`config.mk`:
```
export PLATFORM = sky130hd
export DESIGN_NAME = jhs_cell
export DESIGN_NICKNAME = d
export VERILOG_FILES = /design/src/sv/jacobi_helmholtz_smoother_1d_defines.svh /design/src/sv/jhs_pkg.sv /design/src/sv/jhs_cell.sv
export SDC_FILE = /design/constraint.sdc
export NUM_CORES = 1
export LEC_CHECK = 0
export ABC_AREA = 1
export ABC_CLOCK_PERIOD_IN_PS = 800
export BUFFER_PORTS_ARGS = -buffer_cell sky130_fd_sc_hd__buf_2
export CORE_ASPECT_RATIO = 0.5
export CORE_MARGIN = 2
export CORE_UTILIZATION = 38
export CTS_BUF_LIST = sky130_fd_sc_hd__clkbuf_8
export DETAILED_ROUTE_END_ITERATION = 10
export HOLD_SLACK_MARGIN = 0.05
export PLACE_DENSITY = 0.77
export SYNTH_ARGS = -nofsm -noshare
export SYNTH_HDL_FRONTEND = slang
export SYNTH_SLANG_ARGS = --single-unit
```
`constraint.sdc`:
```
create_clock -name i_clk -period 0.8 [get_ports i_clk]
set_clock_uncertainty 0.1 [all_clocks]
set_input_delay 0.08 -clock i_clk [delete_from_list [all_inputs] [get_ports i_clk]]
set_output_delay 0.08 -clock i_clk [all_outputs]
set_load 0.05 [all_outputs]
```
`src/sv/jacobi_helmholtz_smoother_1d_defines.svh`:
```
// assertion macros shared by the smoother rtl
`ifndef JACOBI_HELMHOLTZ_SMOOTHER_1D_DEFINES_SVH
`define JACOBI_HELMHOLTZ_SMOOTHER_1D_DEFINES_SVH

`ifndef NO_ASSERTIONS

// property checked on every clock edge outside reset
`define JHS_ASSERT(label, prop, msg) \
    label: assert property (@(posedge i_clk) disable iff (!i_rst_n) (prop)) else $error(msg);

// implication checked on every clock edge outside reset
`define JHS_ASSERT_IMPL(label, ante, cons, msg) \
    label: assert property (@(posedge i_clk) disable iff (!i_rst_n) (ante) |-> (cons)) else $error(msg);

`else

`define JHS_ASSERT(label, prop, msg)
`define JHS_ASSERT_IMPL(label, ante, cons, msg)

`endif

`endif

```
`src/sv/jhs_pkg.sv`:
```
`default_nettype none

package jhs_pkg;

    // grid geometry
    localparam int GRID_POINTS  = 64;
    localparam int GUARD_POINTS = 2;

    // field widths
    localparam int VAL_W     = 32;
    localparam int FLOOR_W   = 16;
    localparam int SWEEP_W   = 10;
    localparam int CFG_IDX_W = 3;

    // counters
    localparam int CNT_W     = $clog2(GRID_POINTS + 1);
    localparam int UPD_DEPTH = 10;
    localparam int LOOP_LEN  = GRID_POINTS + UPD_DEPTH;
    localparam int LOOP_W    = $clog2(LOOP_LEN);
    localparam int HEAD_W    = LOOP_W + 1;

    // datapath widths
    localparam int MAG_W  = 63;
    localparam int SAT_W  = 51;
    localparam int SUM_W  = 33;
    localparam int TERM_W = 49;
    localparam int NUM_W  = 50;
    localparam int NHI_W  = NUM_W - VAL_W;
    localparam int MIX_W  = 35;
    localparam int Y_W    = 33;
    localparam int Q5_W   = 31;

    // divide by five: x = hi*2^32 + lo, 2^32 = 5*DIV5_BASE + 1
    localparam logic [VAL_W-1:0] DIV5_BASE   = 32'd858993459;
    localparam logic [33:0]      DIV5_MUL    = 34'h3_3333_3334;
    localparam int               DIV5_SHIFT  = 36;
    localparam int               DIV5_PROD_W = Y_W + 34;

    // register indexes
    localparam logic [CFG_IDX_W-1:0] CFG_SOURCE_GAIN = 3'd0;
    localparam logic [CFG_IDX_W-1:0] CFG_COUPLING    = 3'd1;
    localparam logic [CFG_IDX_W-1:0] CFG_INV_DENOM   = 3'd2;
    localparam logic [CFG_IDX_W-1:0] CFG_FLOOR       = 3'd3;
    localparam logic [CFG_IDX_W-1:0] CFG_SWEEPS      = 3'd4;

    // register reset values
    localparam logic [VAL_W-1:0]   GAIN_RST   = 32'd655360;
    localparam logic [VAL_W-1:0]   COUP_RST   = 32'd65536;
    localparam logic [VAL_W-1:0]   INV_RST    = 32'd1431655765;
    localparam logic [FLOOR_W-1:0] FLOOR_RST  = 16'd1;
    localparam logic [SWEEP_W-1:0] SWEEPS_RST = 10'd100;

    typedef enum logic [1:0] {
        PH_LOAD,
        PH_PAD,
        PH_SWEEP,
        PH_EMIT
    } t_phase;

    typedef struct packed {
        logic [VAL_W-1:0] field;
        logic [VAL_W-1:0] rhs;
    } t_point;

    typedef struct packed {
        t_point pt;
        logic   inner;
    } t_stage;

    typedef struct packed {
        logic [VAL_W-1:0]   coupling;
        logic [VAL_W-1:0]   inv_denom;
        logic [FLOOR_W-1:0] floor_value;
    } t_upd_cfg;

    // saturate to 32 bits, then lift to the floor
    function automatic logic [VAL_W-1:0] sat_floor(input logic [SAT_W-1:0]   v,
                                                   input logic [FLOOR_W-1:0] fl);
        logic [VAL_W-1:0] res;
        res = (|v[SAT_W-1:VAL_W]) ? '1 : v[VAL_W-1:0];
        if (res < VAL_W'(fl)) begin
            res = VAL_W'(fl);
        end
        return res;
    endfunction

endpackage

`default_nettype wire

```
`src/sv/jhs_cell.sv`:
```
`default_nettype none

// one grid slot: field and rhs, shifted toward the head
module jhs_cell (
    input  logic            i_clk,
    input  logic            i_shift,
    input  jhs_pkg::t_point i_pt,
    output jhs_pkg::t_point o_pt
);

    jhs_pkg::t_point r_pt;

    always_ff @(posedge i_clk) begin
        if (i_shift) begin
            r_pt <= i_pt;
        end
    end

    assign o_pt = r_pt;

endmodule

`default_nettype wire

```
==> run metrics, run 1 <==
outcome=finished with violations; failing checks=setup timing; Routed Antenna Nets=0; CTS buffer count=9; Top delay family on crit path=flip-flops; compound-gate portion of the synthesized area=0%; Starting Density=39.3%; area share of the largest cell type after synthesis=100%; clock root buffer=clkbuf_8; I/O Pins=130; worst path cell trace=buf_6; post-synthesis simple-gate area fraction=0%; layout cells sized above 1=53.6%; Max Slew Vio Count=0; sequential power share=43.6%; IO Port Bufs=129; Avg WL per Cell=16.5 um; crit-path max FO=1; WS Path Type=flip-flop to primary output; vias in the first global route=1579; vias per inst=4.24; static leakage=1.68 nW; Peak Freq=885 MHz; Max-Cap Viols=0; Die Y=54.3 um; Final setup viols=64; setup ws final=-0.330 ns; die area=5680 sq um; htree depth=3; Yosys reg bits=64; Area contributors post-synth=edfxtp_1 (100%); Required @ worst endpoint=0.62 ns; Filler Cells Inserted=257; pre-CTS setup slack=-0.0668 ns; crit path DAT=0.95 ns; Hold/Removal Path Class=primary input to flip-flop; part of the power in the clock network=35.3%; routability congestion estimate=0.657; core footprint=4890 sq um; adder-cell share of the synthesized area=0%; RSZ-0062 raised after global routing=true; biggest area consumer among synthesized cells=edfxtp_1; first-pass GRT wire length=8080 um; Int Pwr=0.00687 W; DRC=0; Post-Syn Nets=130; Syn Inst Count=64; Post-CTS Setup Inserts=0; Synth Area in XOR/XNOR=0%; worst slew pin tran=0.178 ns; CTS tree=yes; Antenna Cells=0; Slowest-stage cell, CP=edfxtp_1; clock sinks=64; switching part of the total=27.3%; maximum VDD drop=0.00173 V; largest net degree at the start of global routing=33; std cell rows=18; Logic pwr share=21.1%; crit share post-route=141%; DR pass1 iterations=4; power per cell area=2370 nW/um^2; Routed WL=5700 um; Worst-path clk slew=0.07 ns; Nets=337; mux cell area share after synthesis=0%; initial antenna violation count=0; storage element area=1920 sq um; synthesis-to-finish area growth=107%; Post-Syn Area=1920 sq um; gr ovfl total=0; Startpoint Class=flip-flop; CTS max path bufs=2; syn avg cell area=30.0 sq um; register area share after synthesis=100%; synth warn=0; Buf/Inv on CP=1; Psw=0.00258 W; initial drt markers=43; #MultiIn Comb=0; CP peak stage delay=0.43 ns; endpoint class of the critical path=primary output; vias=1468; Netlist cell types=1; die width=105 um; GRT Overall Usage=20.4%; Tmin final=1.13 ns; Final Hold Fails=0; post-layout util=81.6%; max FFs per register=64; slew margin rel.=88.1%; multi-input logic area=0 sq um
-- layout by cell type (no fill, tap or decap) --
cell type / netlist / layout
buf_12: 0 / 2
buf_2: 0 / 65
buf_4: 0 / 1
buf_6: 0 / 64
bufinv_16: 0 / 3
clkbuf_8: 0 / 9
clkinv_2: 0 / 1
clkinv_4: 0 / 2
clkinvlp_4: 0 / 1
dlygate4sd3_1: 0 / 64
edfxtp_1: 64 / 64
-- final timing paths --
check | to | startpoint | cells past startpoint | slack (ns)
setup / recovery | o_pt[63] | o_pt[63]$_DFFE_PP_ | 1 | -0.33
hold / removal | o_pt[54]$_DFFE_PP_ | i_shift | 2 | 0.08
-- kinds of logic after synthesis --
group	after synthesis
flip-flops	64
-- metrics by stage --
stage | TNS, ns | total power (W) | std cells | hold slack [ns] | cell area [sq um]
final | -17.69 | 0.00945 | 346 | 0.0767 | 3990
after global routing | -20.53 | 0.00975 | 346 | 0.0728 | 3990
after CTS | -18.30 | 0.00946 | 346 | 0.0674 | 3990
after detailed placement | -3.29 | 0.00553 | 266 | 0.158 | 2700
after global placement | -2.48 | 0.00551 | 266 | 0.157 | 2700
after floorplan | 0 | 0.00506 | 64 | 0.0789 | 1920
-- power groups by stage --
stage | clock network (W) | registers (W) | logic, W
6_report | 0.00333 | 0.00412 | 0.00200
5_1_grt | 0.00356 | 0.00414 | 0.00205
4_1_cts | 0.00338 | 0.00411 | 0.00197
3_5_place_dp | 0 | 0.00412 | 0.00142
3_3_place_gp | 0 | 0.00410 | 0.00141
2_1_floorplan | 0 | 0.00506 | 0
-- layout make-up --
type | count | share of cell area, %
Clock buffer | 9 | 3.11
Timing Repair Buffer | 196 | 43.5
Clock inverter | 7 | 3.01
Sequential cell | 64 | 48.2
Tap cell | 70 | 2.20
-- layer usage --
| layer | part of all wire (%) | global-route usage (%) | vias up | wire (um) |
|---|---|---|---|---|
| li1 | - | - | 673 | - |
| met1 | 35 | 19.9 | 697 | 2000 |
| met2 | 54 | 37.9 | 85 | 3100 |
| met3 | 8.1 | 10.7 | 13 | 461 |
| met4 | 2.4 | 9.56 | 0 | 137 |
| met5 | 0 | 0 | - | 0 |
-- repair_timing --
action / 4_1_cts / 5_1_grt
endpoints found under the setup margin: 64 / 64
endpoints found under the hold margin: 64 / 0
hold buffers: 64 / 0
resized for setup: 128 / 0
-- Yosys cell counts (all sizes together) --
cell / count
edfxtp: 64
Power figures use the tool's default switching activity.
==> inputs of run 2 (changes only) <==
--- a/config.mk
+++ b/config.mk
@@ -6,15 +6,14 @@
 export NUM_CORES = 1
 export LEC_CHECK = 0
 export ABC_AREA = 1
-export ABC_CLOCK_PERIOD_IN_PS = 800
-export BUFFER_PORTS_ARGS = -buffer_cell sky130_fd_sc_hd__buf_2
+export ABC_CLOCK_PERIOD_IN_PS = 1100
 export CORE_ASPECT_RATIO = 0.5
 export CORE_MARGIN = 2
-export CORE_UTILIZATION = 38
+export CORE_UTILIZATION = 50
 export CTS_BUF_LIST = sky130_fd_sc_hd__clkbuf_8
 export DETAILED_ROUTE_END_ITERATION = 10
+export DONT_BUFFER_PORTS = 1
 export HOLD_SLACK_MARGIN = 0.05
-export PLACE_DENSITY = 0.77
 export SYNTH_ARGS = -nofsm -noshare
 export SYNTH_HDL_FRONTEND = slang
 export SYNTH_SLANG_ARGS = --single-unit
==> constraint.sdc (replaced) <==
create_clock -name i_clk -period 1.1 [get_ports i_clk]
set_clock_uncertainty 0.1 [all_clocks]
set_input_delay 0.11 -clock i_clk [delete_from_list [all_inputs] [get_ports i_clk]]
set_output_delay 0.11 -clock i_clk [all_outputs]
set_load 0.05 [all_outputs]
==> run 2 against run 1 <==
The run now fails in clock tree synthesis. Synthesized area is the same. Synthesized cell count is the same.
==> run metrics, run 2 <==
Post-Syn Nets=130 (unchanged); Starting Density=54.2% (was 39.3%); Area contributors post-synth=edfxtp_1 (100%) (unchanged); I/O Pins=130 (unchanged); clock sinks=64 (unchanged); IO Port Bufs=0 (was 129); die width=91.7 um (was 105 um); Netlist cell types=1 (unchanged); area share of the largest cell type after synthesis=100% (unchanged); Post-Syn Area=1920 sq um (unchanged); outcome=stopped before the end (was finished with violations); # hold bufs at CTS=64 (unchanged); clock root buffer=clkbuf_8 (unchanged); Yosys reg bits=64 (unchanged); async set-reset flop share out of synthesis=0% (unchanged); register area share after synthesis=100% (unchanged); ys flop type=edfxtp_1 (unchanged); post-cts sizing count=45 (was 128); top cells by count, synth=edfxtp_1 (64) (unchanged); Post-synth EDFFs=64 (unchanged); Syn Inst Count=64 (unchanged); syn avg cell area=30.0 sq um (unchanged); CTS max path bufs=2 (unchanged); synth warn=0 (unchanged); Exit stage=clock tree synthesis; biggest area consumer among synthesized cells=edfxtp_1 (unchanged); Area after DPL=2470 sq um (was 2700 sq um); routability congestion estimate=0.725 (was 0.657); Post-CTS Setup Inserts=0 (unchanged); Die Y=47.8 um (was 54.3 um); most frequent cell after synthesis=edfxtp_1 (unchanged); CTS buffer count=9 (unchanged); std cell rows=15 (was 18); htree depth=3 (unchanged); DP Cell Count=179 (was 266); run-stopping error=[ERROR DPL-0033] detailed placement checks failed during check placement.
-- run 2: cell counts after synthesis --
No cell type changed its count.
-- run 2: stage by stage --
step           setup WS (ns)  utilization, %  hold WS [ns]
2_1_floorplan          0.289               -         0.109
3_3_place_gp           0.343            69.5         0.109
3_5_place_dp           0.323            69.5         0.109
-- run 2: cells by family after synthesis --
kind of cell	count (synthesis)	share of synthesized area, %
flops	64	100
==> inputs of run 3 (changes only) <==
--- a/config.mk
+++ b/config.mk
@@ -7,13 +7,11 @@
 export LEC_CHECK = 0
 export ABC_AREA = 1
 export ABC_CLOCK_PERIOD_IN_PS = 1100
-export CORE_ASPECT_RATIO = 0.5
 export CORE_MARGIN = 2
-export CORE_UTILIZATION = 50
-export CTS_BUF_LIST = sky130_fd_sc_hd__clkbuf_8
+export CORE_UTILIZATION = 35
 export DETAILED_ROUTE_END_ITERATION = 10
 export DONT_BUFFER_PORTS = 1
-export HOLD_SLACK_MARGIN = 0.05
+export PLACE_DENSITY_LB_ADDON = 0.15
 export SYNTH_ARGS = -nofsm -noshare
 export SYNTH_HDL_FRONTEND = slang
 export SYNTH_SLANG_ARGS = --single-unit
==> run 3 against run 2 <==
The flow now finishes, with violations (hold timing, setup timing).
==> run metrics, run 3 (same netlist as run 1, synthesis figures left out) <==
outcome=finished with violations (was stopped before the end); failing checks=hold timing, setup timing; Die Y=78.1 um (was 47.8 um); multi-input logic area=0 sq um; switching part of the total=26.2%; top layer in use=met4; Hold/Removal Path Class=primary input to flip-flop; pre-CTS setup slack=0.314 ns (was 0.323 ns); CTS max path bufs=2 (unchanged); part of the power in the clock network=32.7%; storage element area=1920 sq um; metal2 WL=2520 um; #MultiIn Comb=0; GRT Overall Usage=14.6%; gr ovfl total=0; endpoint class of the critical path=primary output; sequential power share=47.3%; vias per inst=4.26; std cell rows=26 (was 15); Top delay family on crit path=flip-flops; Max-Cap Viols=0; Logic pwr share=20.0%; I/O Pins=130 (unchanged); # hold bufs at CTS=64 (unchanged); initial antenna violation count=0; Startpoint Class=flip-flop; layout cells sized above 1=36.5%; Area after DPL=2490 sq um (was 2470 sq um); vias in the first global route=1356; Starting Density=36.9% (was 54.2%); Tmin final=1.11 ns; max FFs per register=64; source of the worst hold timing path=i_shift; CP peak stage delay=0.41 ns; Buf/Inv on CP=1; most frequent cells in the layout=dlygate4sd3_1 (64), edfxtp_1 (64), buf_6 (64); Slowest-stage cell, CP=edfxtp_1; routability congestion estimate=0.669 (was 0.725); Filler Cells Inserted=348; Required @ worst endpoint=0.89 ns; Antenna Cells=0; clock sinks=64 (unchanged); power per cell area=1770 nW/um^2; crit share post-route=101%; setup ws final=-0.0133 ns; initial drt markers=72; post-layout instance area=3570 sq um; CTS tree=yes; clock root buffer=clkbuf_8 (unchanged); CTS buffer count=9 (unchanged); Critical Path Source=o_pt[6]$_DFFE_PP_; worst hold slack=-0.206 ns; crit-path max FO=1; slew margin rel.=92.4%; first-pass GRT wire length=6430 um; DRC=0; maximum VDD drop=0.00114 V; Final setup viols=6; Routed Antenna Nets=0; IO Port Bufs=0 (unchanged); crit path DAT=0.90 ns; vias=1184; die area=6100 sq um; static leakage=1.38 nW; largest net degree at the start of global routing=65; htree depth=3 (unchanged); met3 routed WL=378 um; Avg WL per Cell=15.7 um; die width=78.1 um (was 91.7 um); worst slew pin tran=0.115 ns; Psw=0.00166 W; M1 WL=1410 um; worst path cell trace=buf_6; synthesis-to-finish area growth=86.0%; DR pass1 iterations=4; Worst-path clk slew=0.07 ns; Max Slew Vio Count=0; Int Pwr=0.00466 W; Routed WL=4360 um; Final Hold Fails=64; Nets=269; Peak Freq=898 MHz; RSZ-0062 raised after global routing=true; WS Path Type=flip-flop to primary output; core footprint=5200 sq um
[run 3: layout make-up]
type / instances / area share, %
clock buffers: 12 / 3.78
clock inverters: 4 / 1.93
flip-flops and latches: 64 / 53.8
well taps: 70 / 2.45
repair buffers: 128 / 38.1
[run 3: final timing paths]
path,to,slack (ns),cells after the start
worst max-delay path,o_pt[6],-0.01,1
worst min-delay path,o_pt[5]$_DFFE_PP_,-0.21,0
[run 3: timing repair]
item / 4_1_cts / 5_1_grt
resized for setup: 53 / 11
endpoints found under the setup margin: 53 / 62
hold endpoints to repair: 128 / 64
buffers inserted: 0 / 0
[run 3: per-stage QoR]
step                setup TNS (ns)  util [%]  total power, W  instances
detailed placement               0      47.8         0.00397        198
global placement                 0      47.8         0.00397        198
global route                 -1.32      68.7         0.00651        278
CTS                         -0.285      67.9         0.00635        278
floorplan                        0         -         0.00368         64
finish                     -0.0314      68.7         0.00632        278
[run 3: power by group through the flow]
stage               logic [W]  clock network, W  registers [W]
finish                0.00126           0.00207        0.00299
floorplan                   0                 0        0.00368
detailed placement   0.000968                 0        0.00301
global route          0.00130           0.00221        0.00301
global placement     0.000968                 0        0.00300
CTS                   0.00125           0.00211        0.00299
[run 3: per-layer routing]
metal / track usage, % / vias up
li1: - / 539
met1: 13.5 / 571
met2: 26.6 / 66
met3: 6.44 / 8
met4: 7.89 / 0
met5: 0 / -
==> inputs of run 4 (changes only) <==
--- a/config.mk
+++ b/config.mk
@@ -7,6 +7,8 @@
 export LEC_CHECK = 0
 export ABC_AREA = 1
 export ABC_CLOCK_PERIOD_IN_PS = 1100
+export CELL_PAD_IN_SITES_DETAIL_PLACEMENT = 1
+export CELL_PAD_IN_SITES_GLOBAL_PLACEMENT = 2
 export CORE_MARGIN = 2
 export CORE_UTILIZATION = 35
 export DETAILED_ROUTE_END_ITERATION = 10
==> run 4 against run 3 <==
The run still ends with hold timing, setup timing left. Worst setup slack got worse by 0.068 ns. Final area fell by 0.63%. Sequential power is essentially flat. Via count increased by 4.9%. Total power shrank 1.8%.
==> run metrics, run 4 (same netlist as run 1, synthesis figures left out) <==
routability congestion estimate=0.634 (was 0.669); DP Cell Count=198 (unchanged); setup ws final=-0.0808 ns (was -0.0133 ns); DRC=0 (unchanged); most frequent cells in the layout=dlygate4sd3_1 (64), edfxtp_1 (64), buf_6 (64) (unchanged); layout cells sized above 1=36.5% (unchanged); multi-input logic area=0 sq um (unchanged); worst slew pin tran=0.147 ns (was 0.115 ns); clock root buffer=clkbuf_8 (unchanged); vias per inst=4.45 (was 4.26); Hold/Removal Path Class=primary input to flip-flop (unchanged); initial antenna violation count=0 (unchanged); Logic pwr share=20.7% (was 20.0%); switching part of the total=28.8% (was 26.2%); I/O Pins=130 (unchanged); GRT Overall Usage=18.6% (was 14.6%); Max Slew Vio Count=0 (unchanged); Max-Cap Viols=0 (unchanged); Slowest-stage cell, CP=edfxtp_1 (unchanged); slew margin rel.=90.2% (was 92.4%); Buf/Inv on CP=1 (unchanged); Nets=269 (unchanged); source of the worst hold timing path=i_shift (unchanged); Required @ worst endpoint=0.89 ns (about the same); max FFs per register=64 (unchanged); static leakage=1.37 nW (was 1.38 nW); Startpoint Class=flip-flop (unchanged); CTS tree=yes (unchanged); Tmin final=1.18 ns (was 1.11 ns); outcome=finished with violations (unchanged); part of the power in the clock network=30.8% (was 32.7%); crit share post-route=107% (was 101%); Final setup viols=34 (was 6); Die Y=78.1 um (unchanged); core footprint=5200 sq um (unchanged); Post-CTS Setup Inserts=0 (unchanged); IO Port Bufs=0 (unchanged); power per cell area=1750 nW/um^2 (was 1770 nW/um^2); Routed WL=6160 um (was 4360 um); Top delay family on crit path=flip-flops (unchanged); RSZ-0062 raised after global routing=true (unchanged); WS Path Type=flip-flop to primary output (unchanged); first-pass GRT wire length=8040 um (was 6430 um); crit path DAT=0.97 ns (was 0.90 ns); endpoint class of the critical path=primary output (unchanged); Final Hold Fails=64 (unchanged); Filler Cells Inserted=432 (was 348); #MultiIn Comb=0 (unchanged); failing checks=hold timing, setup timing (unchanged); Routed Antenna Nets=0 (unchanged); CTS buffer count=9 (unchanged); # hold bufs at CTS=64 (unchanged); Int Pwr=0.00442 W (was 0.00466 W); setup TNS=-0.790 ns (was -0.0314 ns); hold depth=0 (unchanged); CTS max path bufs=2 (unchanged); Avg WL per Cell=22.1 um (was 15.7 um); largest net degree at the start of global routing=65 (unchanged); Starting Density=36.9% (unchanged); Worst-path clk slew=0.08 ns (was 0.07 ns); clock sinks=64 (unchanged); maximum VDD drop=0.00120 V (was 0.00114 V); die area=6100 sq um (unchanged); die width=78.1 um (unchanged); Hold Path Sink=o_pt[52]$_DFFE_PP_ (was o_pt[5]$_DFFE_PP_); vias=1242 (was 1184); gr ovfl total=0 (unchanged); Psw=0.00179 W (was 0.00166 W); vias in the first global route=1426 (was 1356); Peak Freq=847 MHz (was 898 MHz); storage element area=1920 sq um (unchanged); final std cells w/o fill=279 (was 278); htree depth=3 (unchanged); CP peak stage delay=0.44 ns (was 0.41 ns); initial drt markers=82 (was 72); sequential power share=48.5% (was 47.3%); crit-path max FO=1 (unchanged); DR pass1 iterations=4 (unchanged); worst hold slack=-0.212 ns (was -0.206 ns); synthesis-to-finish area growth=84.8% (was 86.0%); worst path cell trace=buf_6 (unchanged); std cell rows=26 (unchanged)
==> run 4: per-layer routing <==
metal  vias up  global-route usage, %  share of wire, %
met5         -                      0                 0
met2        86                   34.0                58
met4         0                   9.12               1.5
met1       607                   18.8                32
li1        539                      -                 -
met3        10                   6.67               8.2
==> run 4: timing repair <==
| action | 4_1_cts | 5_1_grt |
|---|---|---|
| pin swaps | 0 | 0 |
| resized for setup | 57 | 7 |
| setup endpoints to repair | 57 | 64 |
| endpoints found under the hold margin | 128 | 64 |
| gates cloned | 0 | 0 |
==> run 4: power by group through the flow <==
stage | combinational [W] | clock, W | sequential (W)
after floorplan | 0 | 0 | 0.00368
after global placement | 0.000966 | 0 | 0.00300
after detailed placement | 0.000966 | 0 | 0.00301
after CTS | 0.00125 | 0.00186 | 0.00299
after global routing | 0.00132 | 0.00207 | 0.00303
final | 0.00129 | 0.00192 | 0.00301
==> run 4: worst max path at each step <==
stage,from,to,slack (ns),depth (start not counted)
floorplan,o_pt[0]$_DFFE_PP_,o_pt[0],0.29,0
global placement,o_pt[63]$_DFFE_PP_,o_pt[63],0.33,1
detailed placement,o_pt[37]$_DFFE_PP_,o_pt[37],0.32,1
CTS,o_pt[53]$_DFFE_PP_,o_pt[53],-0.03,1
global route,o_pt[53]$_DFFE_PP_,o_pt[53],-0.11,1
finish,o_pt[53]$_DFFE_PP_,o_pt[53],-0.08,1
==> run 4: per-stage QoR <==
stage	instance area, sq um	setup slack (ns)	utilization (%)	total power [W]
floorplan	1920	0.289	-	0.00368
detailed placement	2490	0.320	47.8	0.00397
global placement	2490	0.331	47.8	0.00396
finish	3550	-0.0808	68.2	0.00621
CTS	3520	-0.0278	67.7	0.00610
global route	3550	-0.108	68.2	0.00642
==> run 4: layout make-up <==
type / count / area share (%)
Sequential cell: 64 / 54.1
Clock buffer: 11 / 3.70
Timing Repair Buffer: 128 / 38.3
Antenna cell: 1 / 0.0704
Clock inverter: 5 / 1.34
Tap cell: 70 / 2.47
